===== config.mk =====
export PLATFORM = sky130hd
export DESIGN_NAME = gst_back
export DESIGN_NICKNAME = d
export VERILOG_FILES = /design/src/hdl/gst_pkg.sv /design/src/hdl/gst_back.sv
export SDC_FILE = /design/constraint.sdc
export NUM_CORES = 2
export LEC_CHECK = 0
export BUFFER_PORTS_ARGS = -buffer_cell sky130_fd_sc_hd__buf_4
export CAP_MARGIN = 15
export CORE_UTILIZATION = 45
export DETAILED_ROUTE_END_ITERATION = 12
export PLACE_DENSITY = 0.69
export SYNTH_ARGS = -nofsm -noshare
export SYNTH_HDL_FRONTEND = slang
export SYNTH_SLANG_ARGS = --single-unit

===== constraint.sdc =====
create_clock -name clk -period 11.3 [get_ports clk]
set_input_delay 1.13 -clock clk [delete_from_list [all_inputs] [get_ports clk]]
set_output_delay 1.13 -clock clk [all_outputs]
set_load 0.01 [all_outputs]

===== src/hdl/gst_pkg.sv =====
// shared constants and types of the gradient structure tensor unit
package gst_pkg;

  localparam int DEF_MAX_WIDTH  = 1024;
  localparam int DEF_MAX_HEIGHT = 4096;
  localparam int DEF_MAX_STEP   = 8;

  localparam int PIX_W  = 16;
  localparam int DIFF_W = PIX_W + 1;
  localparam int SQ_W   = 32;
  localparam int XY_W   = 33;

  localparam int CFG_IW      = 2;
  localparam int CFG_DW      = 13;
  localparam int CFGW_WIDTH  = 11;
  localparam int CFGW_HEIGHT = 13;
  localparam int CFGW_STEP   = 4;

  localparam int RST_IMAGE_WIDTH   = 1024;
  localparam int RST_IMAGE_HEIGHT  = 4096;
  localparam int RST_GRADIENT_STEP = 1;

  typedef enum logic [CFG_IW-1:0] {
    REG_IMAGE_WIDTH   = 2'd0,
    REG_IMAGE_HEIGHT  = 2'd1,
    REG_GRADIENT_STEP = 2'd2
  } gst_reg_t;

  localparam int FIFO_DEPTH = 4;
  localparam int FIFO_PW    = $clog2(FIFO_DEPTH);
  localparam int FIFO_CW    = $clog2(FIFO_DEPTH + 1);

  typedef struct packed {
    logic               avail;
    logic [FIFO_CW-1:0] level;
  } gst_qstat_t;

endpackage


===== src/hdl/gst_back.sv =====
// back end: differences, then the three tensor products into the output register
module gst_back import gst_pkg::*; #(
  parameter int XW = 10,
  parameter int YW = 12,
  localparam int IW = XW + YW + 4 * PIX_W
) (
  input  logic                   clk,
  input  logic                   rst_n,
  input  logic                   q_avail,
  input  logic [IW-1:0]          q_data,
  output logic                   q_pop,
  output logic                   out_valid,
  input  logic                   out_stall,
  output logic [XW-1:0]          out_center_x,
  output logic [YW-1:0]          out_center_y,
  output logic [SQ_W-1:0]        out_grad_xx,
  output logic signed [XY_W-1:0] out_grad_xy,
  output logic [SQ_W-1:0]        out_grad_yy
);

  logic [XW-1:0]    q_x;
  logic [YW-1:0]    q_cy;
  logic [PIX_W-1:0] q_east, q_west, q_above, q_below;

  logic                     a_valid_r;
  logic [XW-1:0]            a_x_r;
  logic [YW-1:0]            a_cy_r;
  logic signed [DIFF_W-1:0] a_ix_r, a_iy_r;
  logic signed [DIFF_W-1:0] ix, iy;

  logic signed [2*DIFF_W-1:0] pxx, pxy, pyy;

  logic                   out_valid_r;
  logic [XW-1:0]          out_x_r;
  logic [YW-1:0]          out_y_r;
  logic [SQ_W-1:0]        out_xx_r;
  logic signed [XY_W-1:0] out_xy_r;
  logic [SQ_W-1:0]        out_yy_r;

  logic b_load;
  logic a_load;

  assign {q_x, q_cy, q_east, q_west, q_above, q_below} = q_data;

  assign ix = signed'({1'b0, q_east})  - signed'({1'b0, q_west});
  assign iy = signed'({1'b0, q_below}) - signed'({1'b0, q_above});

  assign b_load = !out_valid_r || !out_stall;
  assign a_load = !a_valid_r || b_load;
  assign q_pop  = a_load && q_avail;

  always_ff @(posedge clk) begin
    if (!rst_n) begin
      a_valid_r   <= 1'b0;
      out_valid_r <= 1'b0;
    end else begin
      if (a_load) begin
        a_valid_r <= q_avail;
      end
      if (b_load) begin
        out_valid_r <= a_valid_r;
      end
    end
  end

  always_ff @(posedge clk) begin
    if (q_pop) begin
      a_x_r  <= q_x;
      a_cy_r <= q_cy;
      a_ix_r <= ix;
      a_iy_r <= iy;
    end
  end

  assign pxx = a_ix_r * a_ix_r;
  assign pxy = a_ix_r * a_iy_r;
  assign pyy = a_iy_r * a_iy_r;

  always_ff @(posedge clk) begin
    if (b_load && a_valid_r) begin
      out_x_r  <= a_x_r;
      out_y_r  <= a_cy_r;
      out_xx_r <= pxx[SQ_W-1:0];
      out_xy_r <= pxy[XY_W-1:0];
      out_yy_r <= pyy[SQ_W-1:0];
    end
  end

  assign out_valid    = out_valid_r;
  assign out_center_x = out_x_r;
  assign out_center_y = out_y_r;
  assign out_grad_xx  = out_xx_r;
  assign out_grad_xy  = out_xy_r;
  assign out_grad_yy  = out_yy_r;

endmodule


==> Word level (Yosys, flattened, before mapping) <==
Index checks and enable logic that the tools add are counted.
W data, S select, Z words.
{ "classes": {"n_addsub": 2, "n_mul": 3, "reduce_logical": 7} }
{ "op_table": {"columns": ["op", "count"], "rows": [
  ["$mul A17 B17 Y32", 2],
  ["$sub A16 B16 Y17", 2],
  ["$mul A17 B17 Y33", 1],
  ["$logic_not A1 Y1", 3],
  ["$logic_and A1 B1 Y1", 2],
  ["$logic_or A1 B1 Y1", 2]
]} }
{ "totals": {"register_bits": 177, "wordCells": 23} }

==> Depth between registers and ports, before layout <==
{ "depth": {"ltp_word": 4, "depth_mapped": 25} }

==> Least setup slack after synthesis <==
OpenSTA, ideal clock, no wires.
{ "synth_timing": {"path_kind": "input port to flip-flop", "startpoint": "input out_stall", "endpoint": "register out_x_r[0] (netlist: out_center_x[0]) (enable)", "t_arrival_ns": 9.595, "slack_ns": 0.935, "path_stages": 1, "path_buffers": 0, "path_cell_list": "a21boi_0"} }
{ "synth_between": {"elab_chain_len": 3} }
{ "synth_rtl": {"columns": ["element", "line_no", "rtl"], "rows": [
  ["start, declared", "gst_back.sv:13", "input logic out_stall,"],
  ["$logic_not A1 Y1", "gst_back.sv:48", "assign b_load = !out_valid_r || !out_stall;"],
  ["$logic_or A1 B1 Y1", "gst_back.sv:48", null],
  ["$logic_and A1 B1 Y1", "gst_back.sv:80", "if (b_load && a_valid_r) begin"],
  ["end signal, assigned", "gst_back.sv:81", "out_x_r <= a_x_r;"],
  ["end, declared", "gst_back.sv:34", "logic [XW-1:0] out_x_r;"]
]} }
Every way passes these cells.
A chain may end at the register's enable or synchronous reset.

==> Final worst setup path <==
{ "layout_timing": {"startpoint": "register a_iy_r[16]", "endpoint": "register out_yy_r[30] (netlist: out_grad_yy[30]) (data pin)"} }
{ "layout_between": {"elab_chain_len": 1} }
{ "layout_rtl": {"columns": ["element", "line_no", "rtl"], "rows": [
  ["start, declared", "gst_back.sv:28", "logic signed [DIFF_W-1:0] a_ix_r, a_iy_r;"],
  ["start signal, assigned", "gst_back.sv:71", "a_iy_r <= iy;"],
  ["$mul A17 B17 Y32", "gst_back.sv:77", "assign pyy = a_iy_r * a_iy_r;"],
  ["named net pyy[30]", "gst_back.sv:31", "logic signed [2*DIFF_W-1:0] pxx, pxy, pyy;"],
  ["end signal, assigned", "gst_back.sv:85", "out_yy_r <= pyy[SQ_W-1:0];"],
  ["end, declared", "gst_back.sv:38", "logic [SQ_W-1:0] out_yy_r;"]
]} }
The timed path passes the listed nets, and every way through them passes these cells.

==> impl_metrics.env <==
export IMPL_status="finished clean"
export IMPL_die_h_um=285
export IMPL_postCtsSetupBuffers=0
export IMPL_hold_path_depth=0
export IMPL_area_delta_synth_final_pct=9.36
export IMPL_via_count=23929
export IMPL_max_freq_mhz=134
export IMPL_setup_violations_final=0
export IMPL_syn_area_per_cell_um2=10.0
export IMPL_vias_per_cell=4.97
export IMPL_die_area_um2=81300
export IMPL_synth_warnings=0
export IMPL_initial_core_util_pct=45.6
export IMPL_grt_max_degree=58
export IMPL_synthCells=3605
export IMPL_synth_ff_type="edfxtp_1"
export IMPL_startpoint="a_iy_r[16]"
export IMPL_grt_pass1_vias=25954
export IMPL_diodes=0
export IMPL_r2r_slack_ps=3860
export IMPL_multi_input_area_um2=26700
export IMPL_ys_types=64
export IMPL_cts_resized_gates=0
export IMPL_grt_pass1_wl_um=132000
export IMPL_cp_arrival_ps=7720
export IMPL_dpl_hpwl_um=61600
export IMPL_firstDrtPassIters=5
export IMPL_routedWlPerCell_um=16.4
export IMPL_cts_hold_buf=0
export IMPL_worstReg2RegEnd="out_grad_yy[30]"
export IMPL_critical_path_class="flip-flop to flip-flop"
export IMPL_worst_clock_skew_ps=12.9
export IMPL_port_buffers=208
export IMPL_worstHoldStart="a_x_r[4]"
export IMPL_row_count=103
export IMPL_clock_path_buffers=2
export IMPL_fillers=7232
export IMPL_final_max_slew_viol_count=0
export IMPL_postRouteAntennaNets=0
export IMPL_wl_um=78900
export IMPL_drc=0
export IMPL_drive_above_1_share_pct=8.18
export IMPL_clk_latency_ps=520
export IMPL_layout_commonest_cell="inv_1"
export IMPL_core_area_um2=79100
export IMPL_ios=211
export IMPL_cts_root_buf="clkbuf_16"
export IMPL_cts_sinks=175
export IMPL_finalSetupTns_ps=0
export IMPL_cp_max_fo=28
export IMPL_r2r_cells=22
export IMPL_worstPathRequired_ps=11580
export IMPL_r2r_start="a_iy_r[16]"
export IMPL_clkTransAtPathRegs_ps=90
export IMPL_start_kind="flip-flop"
export IMPL_drv_cap=0
export IMPL_synth_area_um2=36100
export IMPL_final_nets=4928
export IMPL_cts_tree="done"
export IMPL_end_kind="flip-flop"
export IMPL_cts_buffers=17
export IMPL_grt_remaining_overflow=0
export IMPL_synth_edff_count=173
export IMPL_ys_seq_area_share_pct=14.5
export IMPL_grtUsageTotal_pct=20.7
export IMPL_ys_ff_latch=175
export IMPL_fin_crit_ps=7440
export IMPL_h_tree_depth=4
export IMPL_hold_violations=0
export IMPL_ff_latch_area_um2=5240
export IMPL_min_path_type="flip-flop to flip-flop"
export IMPL_synthArstFlopShare_pct=0
export IMPL_mostFrequentLayoutCells="977 x inv_1, 803 x fa_1, 321 x nand2_1"
export IMPL_worst_pin_slew_ps=948
export IMPL_period_share_pct=65.8
export IMPL_dr_first_iter_drc_count=1138
export IMPL_rsz0062_at_grt="false"
export IMPL_die_w_um=285
export IMPL_antenna_found_initial=1
export IMPL_gp_congestion=0.887
export IMPL_whs_endpoint="out_center_x[4]"
export IMPL_maxSlewHeadroom_pct=36.7
[metrics by stage]
stage / instance area, um^2 / util, % / hold WS (ps) / instances / worst slack [ps]
CTS: 39500 / 49.9 / 424 / 4816 / 4000
global route: 39500 / 49.9 / 428 / 4816 / 3280
global placement: 38800 / 49.0 / 400 / 4784 / 4050
finish: 39500 / 49.9 / 420 / 4816 / 3860
floorplan: 36100 / - / 400 / 3606 / 935
detailed placement: 38800 / 49.0 / 405 / 4784 / 4010
[registers in the layout, summed over array words and instances, names as in the netlist]
name,count
a_iy_r,17
a_valid_r,1
a_x_r,10
a_cy_r,12
out_center_y,12
out_valid,1
out_center_x,10
out_grad_xy,33
a_ix_r,17
out_grad_xx,31
out_grad_yy,31
[cell families (layout without fill, tap and decap cells)]
kind of cell	Yosys count	count (layout)	share of synthesized area, %
buffers and inverters	1100	1260	11.5
adders and majority gates	1085	1085	54.3
and+or+nand+nor	833	833	11.1
AOI/OAI and AO/OA	254	254	4.74
DFF	175	175	14.5
xor gates and xnor gates	154	154	3.74
muxes	3	3	0.0902
other	1	2	0.0104
[worst max-delay path by stage]
stage | endpoint | cells past startpoint
floorplan | out_center_x[0] | 1
global placement | out_grad_yy[30] | 20
detailed placement | out_grad_yy[30] | 22
CTS | out_grad_yy[30] | 22
global route | out_grad_xx[31] | 20
finish | out_grad_yy[30] | 22
[cell usage after synthesis (27+ instances only)]
| library cell | number | area share (%) |
|---|---|---|
| clkbuf_1 | 110 | 1.1 |
| inv_1 | 977 | 10 |
| edfxtp_1 | 173 | 14 |
| xor2_1 | 29 | 0.70 |
| a21oi_1 | 73 | 1.0 |
| nand2_1 | 321 | 3.3 |
| ha_1 | 282 | 9.8 |
| o21ai_0 | 42 | 0.58 |
| nor2b_1 | 27 | 0.47 |
| xnor2_1 | 125 | 3.0 |
| and2_1 | 230 | 4.0 |
| fa_1 | 803 | 45 |
| nor2_1 | 143 | 1.5 |
[metal layers]
layer | global-route usage [%] | routed length (um)
met1 | 26.7 | 32400
met2 | 36.2 | 40700
met3 | 2.94 | 4050
met4 | 5.84 | 1690
met5 | 0 | 0
[cell type report]
class,instances,share of cell area [%]
Clock buffer,18,1.11
Clock inverter,14,0.542
Timing Repair Buffer,245,4.66
Sequential cell,175,13.3
Tap cell,1050,3.33
Multi-Input combinational cell,2331,67.7
Inverter,983,9.35
[critical path, stage by stage (launching register included)]
cell	delay [ps]
edfxtp_1	360
buf_4	250
inv_1	730
nor2_1	120
xnor2_1	170
ha_1	200
a31o_2	230
fa_1	420
fa_1	540
fa_1	440
fa_1	490
inv_1	50
fa_1	470
inv_1	40
ha_1	330
and4_1	280
and3_1	250
o211ai_1	230
a41oi_1	350
a2111oi_0	780
o31ai_1	160
a21oi_1	210
xnor2_1	80
Power is not shown: default switching activity piles up to over one toggle a cycle in this logic, so the estimate is an artifact.
