### src/hdl/gst_pkg.sv
// shared constants and types of the gradient structure tensor unit
package gst_pkg;

  localparam int DEF_MAX_WIDTH  = 1024;
  localparam int DEF_MAX_HEIGHT = 4096;
  localparam int DEF_MAX_STEP   = 8;

  localparam int PIX_W  = 16;
  localparam int DIFF_W = PIX_W + 1;
  localparam int SQ_W   = 32;
  localparam int XY_W   = 33;

  localparam int CFG_IW      = 2;
  localparam int CFG_DW      = 13;
  localparam int CFGW_WIDTH  = 11;
  localparam int CFGW_HEIGHT = 13;
  localparam int CFGW_STEP   = 4;

  localparam int RST_IMAGE_WIDTH   = 1024;
  localparam int RST_IMAGE_HEIGHT  = 4096;
  localparam int RST_GRADIENT_STEP = 1;

  typedef enum logic [CFG_IW-1:0] {
    REG_IMAGE_WIDTH   = 2'd0,
    REG_IMAGE_HEIGHT  = 2'd1,
    REG_GRADIENT_STEP = 2'd2
  } gst_reg_t;

  localparam int FIFO_DEPTH = 4;
  localparam int FIFO_PW    = $clog2(FIFO_DEPTH);
  localparam int FIFO_CW    = $clog2(FIFO_DEPTH + 1);

  typedef struct packed {
    logic               avail;
    logic [FIFO_CW-1:0] level;
  } gst_qstat_t;

endpackage

### src/hdl/gst_fifo.sv
// short queue between the front end and the arithmetic back end
module gst_fifo import gst_pkg::*; #(
  parameter int DW = 8
) (
  input  logic          clk,
  input  logic          rst_n,
  input  logic          push,
  input  logic [DW-1:0] din,
  input  logic          pop,
  output logic [DW-1:0] dout,
  output gst_qstat_t    stat
);

  logic [DW-1:0]      mem_r [FIFO_DEPTH];
  logic [FIFO_PW-1:0] wp_r, wp_nxt;
  logic [FIFO_PW-1:0] rp_r, rp_nxt;
  logic [FIFO_CW-1:0] cnt_r, cnt_nxt;

  assign wp_nxt = (wp_r == FIFO_PW'(FIFO_DEPTH - 1)) ? '0 : wp_r + FIFO_PW'(1);
  assign rp_nxt = (rp_r == FIFO_PW'(FIFO_DEPTH - 1)) ? '0 : rp_r + FIFO_PW'(1);

  always_comb begin
    cnt_nxt = cnt_r;
    if (push && !pop) begin
      cnt_nxt = cnt_r + FIFO_CW'(1);
    end else if (!push && pop) begin
      cnt_nxt = cnt_r - FIFO_CW'(1);
    end
  end

  always_ff @(posedge clk) begin
    if (!rst_n) begin
      wp_r  <= '0;
      rp_r  <= '0;
      cnt_r <= '0;
    end else begin
      if (push) begin
        wp_r <= wp_nxt;
      end
      if (pop) begin
        rp_r <= rp_nxt;
      end
      cnt_r <= cnt_nxt;
    end
  end

  always_ff @(posedge clk) begin
    if (push) begin
      mem_r[wp_r] <= din;
    end
  end

  assign dout       = mem_r[rp_r];
  assign stat.avail = (cnt_r != '0);
  assign stat.level = cnt_r;

endmodule

### config.mk
export PLATFORM = sky130hd
export DESIGN_NAME = gst_fifo
export DESIGN_NICKNAME = d
export VERILOG_FILES = /design/src/hdl/gst_pkg.sv /design/src/hdl/gst_fifo.sv
export SDC_FILE = /design/constraint.sdc
export NUM_CORES = 1
export LEC_CHECK = 0
export BUFFER_PORTS_ARGS = -buffer_cell sky130_fd_sc_hd__buf_2
export CAP_MARGIN = 5
export CORE_MARGIN = 2
export CORE_UTILIZATION = 49
export CTS_CLUSTER_SIZE = 12
export DETAILED_ROUTE_END_ITERATION = 12
export PLACE_DENSITY = 0.73
export REMOVE_ABC_BUFFERS = 1
export SLEW_MARGIN = 20
export SYNTH_ARGS = -nofsm -noshare
export SYNTH_HDL_FRONTEND = slang
export SYNTH_SLANG_ARGS = --single-unit
### constraint.sdc
create_clock -name clk -period 1.5 [get_ports clk]
set_clock_uncertainty 0.05 [all_clocks]
set_input_delay 0.225 -clock clk [delete_from_list [all_inputs] [get_ports clk]]
set_output_delay 0.225 -clock clk [all_outputs]
set_load 0.005 [all_outputs]
* Word-level counts from Yosys, hierarchy flattened *
Memories as Yosys holds them, arrays and structs flattened. A register that Yosys moved wholly into a read port is not among the register bits.
Cells that the tools add are included.

operators by class
  mux-type cells = 8
  reduce and logical (&&, ||, !) cells = 6
  add/sub/neg operators = 4
  equality and inequality tests = 2

operators with widths
  cell                                               number
  2-to-1 mux 2 bit                                   4
  2-to-1 mux 3 bit                                   2
  adder 2 x 1 -> 2 bit (second input constant)       2
  equality test 2 bit (second input constant)        2
  adder 3 x 1 -> 3 bit (second input constant)       1
  nonzero test 3 bit                                 1
  subtractor 3 x 1 -> 3 bit (second input constant)  1
  logical AND 1 bit                                  2
  logical NOT 1 bit                                  2
  2-to-1 mux 1 bit                                   2
  nonzero test 2 bit                                 1

word-level totals
  memories kept = 1
  flip-flop bits (word level) = 7
  input bits = 12
  RAM bits = 32

memories
  name   depth  width  read ports  clocked after Yosys merged registers in  write ports  line            text
  mem_r  4      8      1           1                                        1            gst_fifo.sv:14  logic [DW-1:0] mem_r [FIFO_DEPTH];

* Logic depth before layout (Yosys ltp) *
Gate-level depths: netlist of the first run.

  depth in word-level cells = 4
  mapped depth = 7
  depth with buffers taken out = 7

* Least setup slack after synthesis of the first run *
No wires, ideal clock.

  path type = input-to-reg
  from = input pop
  to = register cnt_r[2]
  stages on the path = 7
  required time = 1380 ps
  setup slack = -38 ps
  data arrival time = 1418 ps
  buffers on the path = 0
  cell sequence = inv_1 ha_1 inv_1 fa_1 xor2_1 or3_1 a21boi_1

between the ends
  cells in the longest elaborated chain, start to end = 3
  elaborated cells on any way between the ends = 5

ends and longest elaborated chain
  element                                                 line            text
  start: declaration                                      gst_fifo.sv:9   input logic pop,
  logical NOT 1 bit                                       gst_fifo.sv:24  if (push && !pop) begin
  logical AND 1 bit                                       gst_fifo.sv:24
  2-to-1 mux 3 bit or nonzero test 2 bit (tied branches)  -
  end signal: assignment                                  gst_fifo.sv:43  cnt_r <= cnt_nxt;
  end: declaration                                        gst_fifo.sv:17  logic [FIFO_CW-1:0] cnt_r, cnt_nxt;

Parallel ways exist; a longest one is shown, timed or not.
A chain may end at the register's enable or synchronous reset.

==> results.cfg, run 1 <==
[global_route]
antenna_found_initial = 0
grt_pass1_vias = 873
track_usage_pct = 16.3
grt_max_degree = 13
grt_pass1_wl_um = 4060
globalRouteOverflowTotal = 0

[synth]
yosysWarnings = 0
syn_area_um2 = 1610
synth_top_family_by_area = multiplexers
synthCells = 85
synth_mux_area_share_pct = 13.7
synthXorXnorAreaFrac_pct = 1.09
syn_avg_cell_area_um2 = 18.9
ys_ff_latch = 41
seq_area_frac_synth_pct = 70.9
synthAdderAreaFrac_pct = 5.91
synth_compound_area_share_pct = 1.24
yosysUniqueCellTypes = 19
synthSimpleGateAreaFrac_pct = 5.21

[timing]
rsz0062_at_grt = true
hold_viol_final = 0
fmax_mhz = 574
worst_slack_ns = -0.242
setup_viol = 8
fin_crit_ns = 1.74
slew_viol_final = 0
tightest_slew_ns = 0.152
max_slew_margin_pct = 89.6
finalCritPeriodShare_pct = 116

[placed_design]
numPortBuffers = 23
placed_area_um2 = 1850
dp_hpwl_um = 1750
place_congestion = 0.767

[clock_network]
clk_latency_ns = 0.32
ctsHtreeMaxLevel = 2
path_clk_slew_ns = 0.11
cts.path.max_buffers = 2
cts_buffers = 5
hold_buffers = 0
cts.sinks = 41
cts-root-buf = clkbuf_4
cts_tree = built

[critical_path]
arrival_ns = 1.47
crit_type = reg -> out
cp_max_fo = 8
r2r-end = cnt_r[2]
endpoint_kind = output port
worstSetupStartpointType = flip-flop
critPathTopFamily = multiplexers
rr_worst_depth = 4
max_stage_delay_ns = 0.50
rrSetupSlack_ns = 0.07
r2r-start = cnt_r[0]
cp.required_ns = 1.22
worstPathBufferInverterCount = 2
slowest_stage = mux4_2
crit_chain = buf_12 > mux4_2 > buf_2

[detailed_routing]
drc = 0
routedWlPerCell_um = 14.6
drt_wl_total_um = 2460
drt-initial-drc-count = 7
via_per_inst = 4.95
ant_nets = 0
drt_pre_antenna_iters = 4
via_count = 837

[final_layout]
diodes = 0
final_cell_area_um2 = 1920
final_cell_mix = 32 x edfxtp_1, 23 x buf_2, 9 x buf_4
fillers = 246
drive_gt1_share_pct = 40.8
layout_commonest_cell = edfxtp_1
post-route-util_pct = 62.3
syn_to_final_growth_pct = 19.1
layout.nets = 143

[die]
design.core.area_um2 = 3080
fp.dieH_um = 61.3
die_w_um = 61.3
row_count = 20
dieArea_um2 = 3760
start_util_pct = 52.3
io_pins = 24

[outcome]
violations = negative setup slack
status = complete, but fails checks

[hold_path]
min_to = mem_r[1][2]
holdCritStartpoint = din[2]
holdPathStages = 1
hp-class = in -> reg

[power_and_ir_drop]
p_leak_nw = 0.730
power.density_nw_per_um2 = 1110
ir_worst_vdd_mv = 0.617

[job]
drv_cap = 0
## kinds of logic (layout without fill, tap and decap cells)
family,count (synthesis),after routing
AOI/OAI and AO/OA,3,3
xor gates and xnor gates,2,2
adders and majority gates,7,7
buffers and inverters,6,46
DFF,41,41
muxes,12,12
and+or+nand+nor,14,14
## report_power, final
| group | leakage, nW | switching (W) | internal (W) |
|---|---|---|---|
| clock | 0.0269 | 0.000307 | 0.000180 |
| sequential | 0.369 | 0.0000331 | 0.00129 |
| combinational | 0.334 | 0.000133 | 0.000175 |
## cells in the mapped netlist, drive strengths merged
master	n	area, um2
mux2i	4	40.0
clkbuf	1	5.00
and2	5	31.3
inv	4	15.0
or3	2	12.5
buf	1	11.3
fa	1	20.0
edfxtp	32	961
ha	6	75.1
xnor2	1	8.76
nor3	1	5.00
mux4	8	180
o21a	1	7.51
nor2	1	3.75
xor2	1	8.76
nor2b	5	31.3
dfxtp	9	180
a21boi	1	7.51
o21ai	1	5.00
## final cells by class
type	count	area, um2	area share, %
sequential	41	1140	59.7
multi-input combinational	38	439	22.9
timing repair buffer	34	214	11.2
tap	44	55.1	2.87
clock buffer	7	45.0	2.35
inverter	4	15.0	0.783
clock inverter	1	3.75	0.196
## registers in the layout (all words and copies together), names as in the netlist, named ones only
name	cells
mem_r	32
cnt_r	3
rp_r	2
wp_r	2
## worst register-to-register path: cells and delay by family (launching register included)
kind,cells,cell delay [ns]
and+or+nand+nor,1,0.31
xor gates and xnor gates,1,0.15
DFF,1,0.35
adders and majority gates,1,0.39
AOI/OAI and AO/OA,1,0.12
## routing by layer
metal | global-route usage [%] | up-vias | routed length [um]
met5 | 0 | - | 0
met3 | 6.09 | 8 | 120
met4 | 9.32 | 0 | 71
met2 | 25.8 | 21 | 1240
li1 | - | 398 | -
met1 | 19.2 | 410 | 1030
## worst max path at each step
stage	end	depth (start not counted)	slack, ns	from
floorplan	cnt_r[2]	7	-0.04	pop
global placement	cnt_r[2]	8	-0.17	pop
detailed placement	cnt_r[2]	8	-0.29	pop
CTS	dout[0]	3	-0.27	flip-flop
global route	dout[5]	3	-0.32	flip-flop
finish	dout[5]	3	-0.24	flip-flop
## through the flow
step | TNS, ns | setup WS, ns | power (W) | hold slack (ns) | cells
detailed placement | -0.293 | -0.293 | 0.00166 | 0.393 | 160
global placement | -0.168 | -0.168 | 0.00163 | 0.385 | 160
finish | -1.81 | -0.242 | 0.00212 | 0.0529 | 169
global route | -2.52 | -0.320 | 0.00223 | 0.0309 | 169
CTS | -2.01 | -0.269 | 0.00215 | 0.0405 | 169
floorplan | -0.0377 | -0.0377 | 0.00150 | 0.274 | 83
## what timing repair did
| action | CTS | global route |
|---|---|---|
| endpoints found under the hold margin | 0 | 0 |
| pin swaps | 1 | 1 |
| gates resized for setup | 5 | 0 |
| buffers inserted | 1 | 0 |
| setup endpoints to repair | 10 | 10 |
No activity file was read; power rests on OpenSTA's default activity.
==> inputs of run 2 (changes only) <==
--- a/config.mk
+++ b/config.mk
@@ -5,13 +5,13 @@
 export SDC_FILE = /design/constraint.sdc
 export NUM_CORES = 1
 export LEC_CHECK = 0
-export BUFFER_PORTS_ARGS = -buffer_cell sky130_fd_sc_hd__buf_2
+export BUFFER_PORTS_ARGS = -buffer_cell sky130_fd_sc_hd__buf_4
 export CAP_MARGIN = 5
 export CORE_MARGIN = 2
-export CORE_UTILIZATION = 49
+export CORE_UTILIZATION = 45
 export CTS_CLUSTER_SIZE = 12
 export DETAILED_ROUTE_END_ITERATION = 12
-export PLACE_DENSITY = 0.73
+export PLACE_DENSITY = 0.68
 export REMOVE_ABC_BUFFERS = 1
 export SLEW_MARGIN = 20
 export SYNTH_ARGS = -nofsm -noshare
==> results.cfg, run 2 (synthesized netlist as in run 1, its figures left out) <==
[outcome]
status = complete, but fails checks
violations = negative setup slack

[die]
design.core.area_um2 = 3390
fp.dieH_um = 63.8
io_pins = 24
row_count = 21
start_util_pct = 47.5
die_w_um = 63.8
dieArea_um2 = 4070

[placed_design]
place_congestion = 0.766
dp_hpwl_um = 1750
numPortBuffers = 23
dp.cells = 164

[power_and_ir_drop]
power.density_nw_per_um2 = 1180
ir_worst_vdd_mv = 0.670
p_leak_nw = 0.787

[clock_network]
clk_latency_ns = 0.34
cts.path.max_buffers = 2
cts_buffers = 5
cts-root-buf = clkbuf_4
cts_tree = built
path_clk_slew_ns = 0.12
cts.sinks = 41
ctsHtreeMaxLevel = 2

[final_layout]
layout_commonest_cell = edfxtp_1
largest_register_ffs = 32
drive_gt1_share_pct = 43.3
top_register = mem_r
post-route-util_pct = 60.7
diodes = 0
final_cells = 173
reg_top3 = mem_r (32), cnt_r (3)
syn_to_final_growth_pct = 27.9
layout.nets = 145
final_cell_mix = 32 x edfxtp_1, 26 x buf_4, 9 x buf_6

[timing]
fmax_mhz = 568
hold_viol_final = 0
slew_viol_final = 0
max_slew_margin_pct = 87.2
hold_ws_ns = 0.0224
rsz0062_at_grt = true
fin_crit_ns = 1.76
setup_viol = 8
finalCritPeriodShare_pct = 117
tightest_slew_ns = 0.190
worst_slack_ns = -0.261

[detailed_routing]
routedWlPerCell_um = 14.4
drt-initial-drc-count = 34
ant_nets = 0
via_per_inst = 4.77
drc = 0
drt_pre_antenna_iters = 2
via_count = 825
drt_wl_total_um = 2490

[global_route]
track_usage_pct = 14.2
antenna_found_initial = 0
globalRouteOverflowTotal = 0
grt_pass1_vias = 872
grt_pass1_wl_um = 4130
grt_max_degree = 13

[critical_path]
slowest_stage = mux4_2
worstSetupStartpointType = flip-flop
crit_chain = buf_12 > mux4_2 > buf_6
arrival_ns = 1.49
critPathTopFamily = multiplexers
r2r-start = cnt_r[0]
crit_type = reg -> out
worstPathBufferInverterCount = 2
max_stage_delay_ns = 0.52
endpoint_kind = output port
cp.required_ns = 1.22
cp_max_fo = 8

[job]
drv_cap = 0

[hold_path]
holdCritStartpoint = din[2]
hp-class = in -> reg
-- run 2: cell count changes in the layout (fill, tap and decap cells not counted) --
cell	previous run	this run
clkbuf_1	2	1
clkinv_1	1	0
buf_6	1	9
bufinv_16	0	1
buf_4	9	26
clkbuf_8	0	1
buf_2	23	0
-- run 2: where the power goes --
group	internal, W	switching [W]
Clock	0.000398	0.000332
Combinational	0.000225	0.000138
Sequential	0.00129	0.0000337
Total	0.00192	0.000504
-- run 2: final cells by class --
cell class	count	area, um2
sequential	41	1140
inverter	4	15.0
timing repair buffer	36	317
fill	245	1330
multi-input combinational	38	439
clock buffer	7	55.1
clock inverter	1	30.0
tap	46	57.6
-- run 2: worst register-to-register path, cell delays in order, from the launching register on --
cell	delay, ns
dfxtp_2	0.35
fa_2	0.38
xor2_1	0.16
or3_1	0.30
a21boi_1	0.12
-- run 2: path summary, 6_finish.rpt --
path	end	slack, ns	cells after the start
min	mem_r[0][2]	0.02	1
max	dout[7]	-0.26	3
min reg2reg	cnt_r[2]	0.48	2
max reg2reg	cnt_r[2]	0.08	4
-- run 2: repair_timing --
action | 4_1_cts | 5_1_grt
hold buffers | 0 | 0
setup buffers | 1 | 0
endpoints found under the hold margin | 0 | 0
pin swaps | 1 | 1
setup endpoints to repair | 9 | 10
gates resized for setup | 10 | 3
-- run 2: stage by stage --
step           cell area (um2)  TNS [ns]  setup WS (ns)  total power (W)
2_1_floorplan             1590   -0.0377        -0.0377          0.00150
3_3_place_gp              1930    -0.167         -0.167          0.00167
4_1_cts                   2050     -2.17         -0.295          0.00243
3_5_place_dp              1930    -0.204         -0.204          0.00169
5_1_grt                   2060     -2.47         -0.319          0.00252
6_report                  2060     -1.94         -0.261          0.00242
-- run 2: routing by layer --
layer | wire length, um | GRT usage, % | vias to the layer above
met5 | 0 | 0 | -
met4 | 44 | 8.15 | 0
met3 | 109 | 4.23 | 5
met2 | 1270 | 22.7 | 14
met1 | 1070 | 17.0 | 404
li1 | - | - | 402
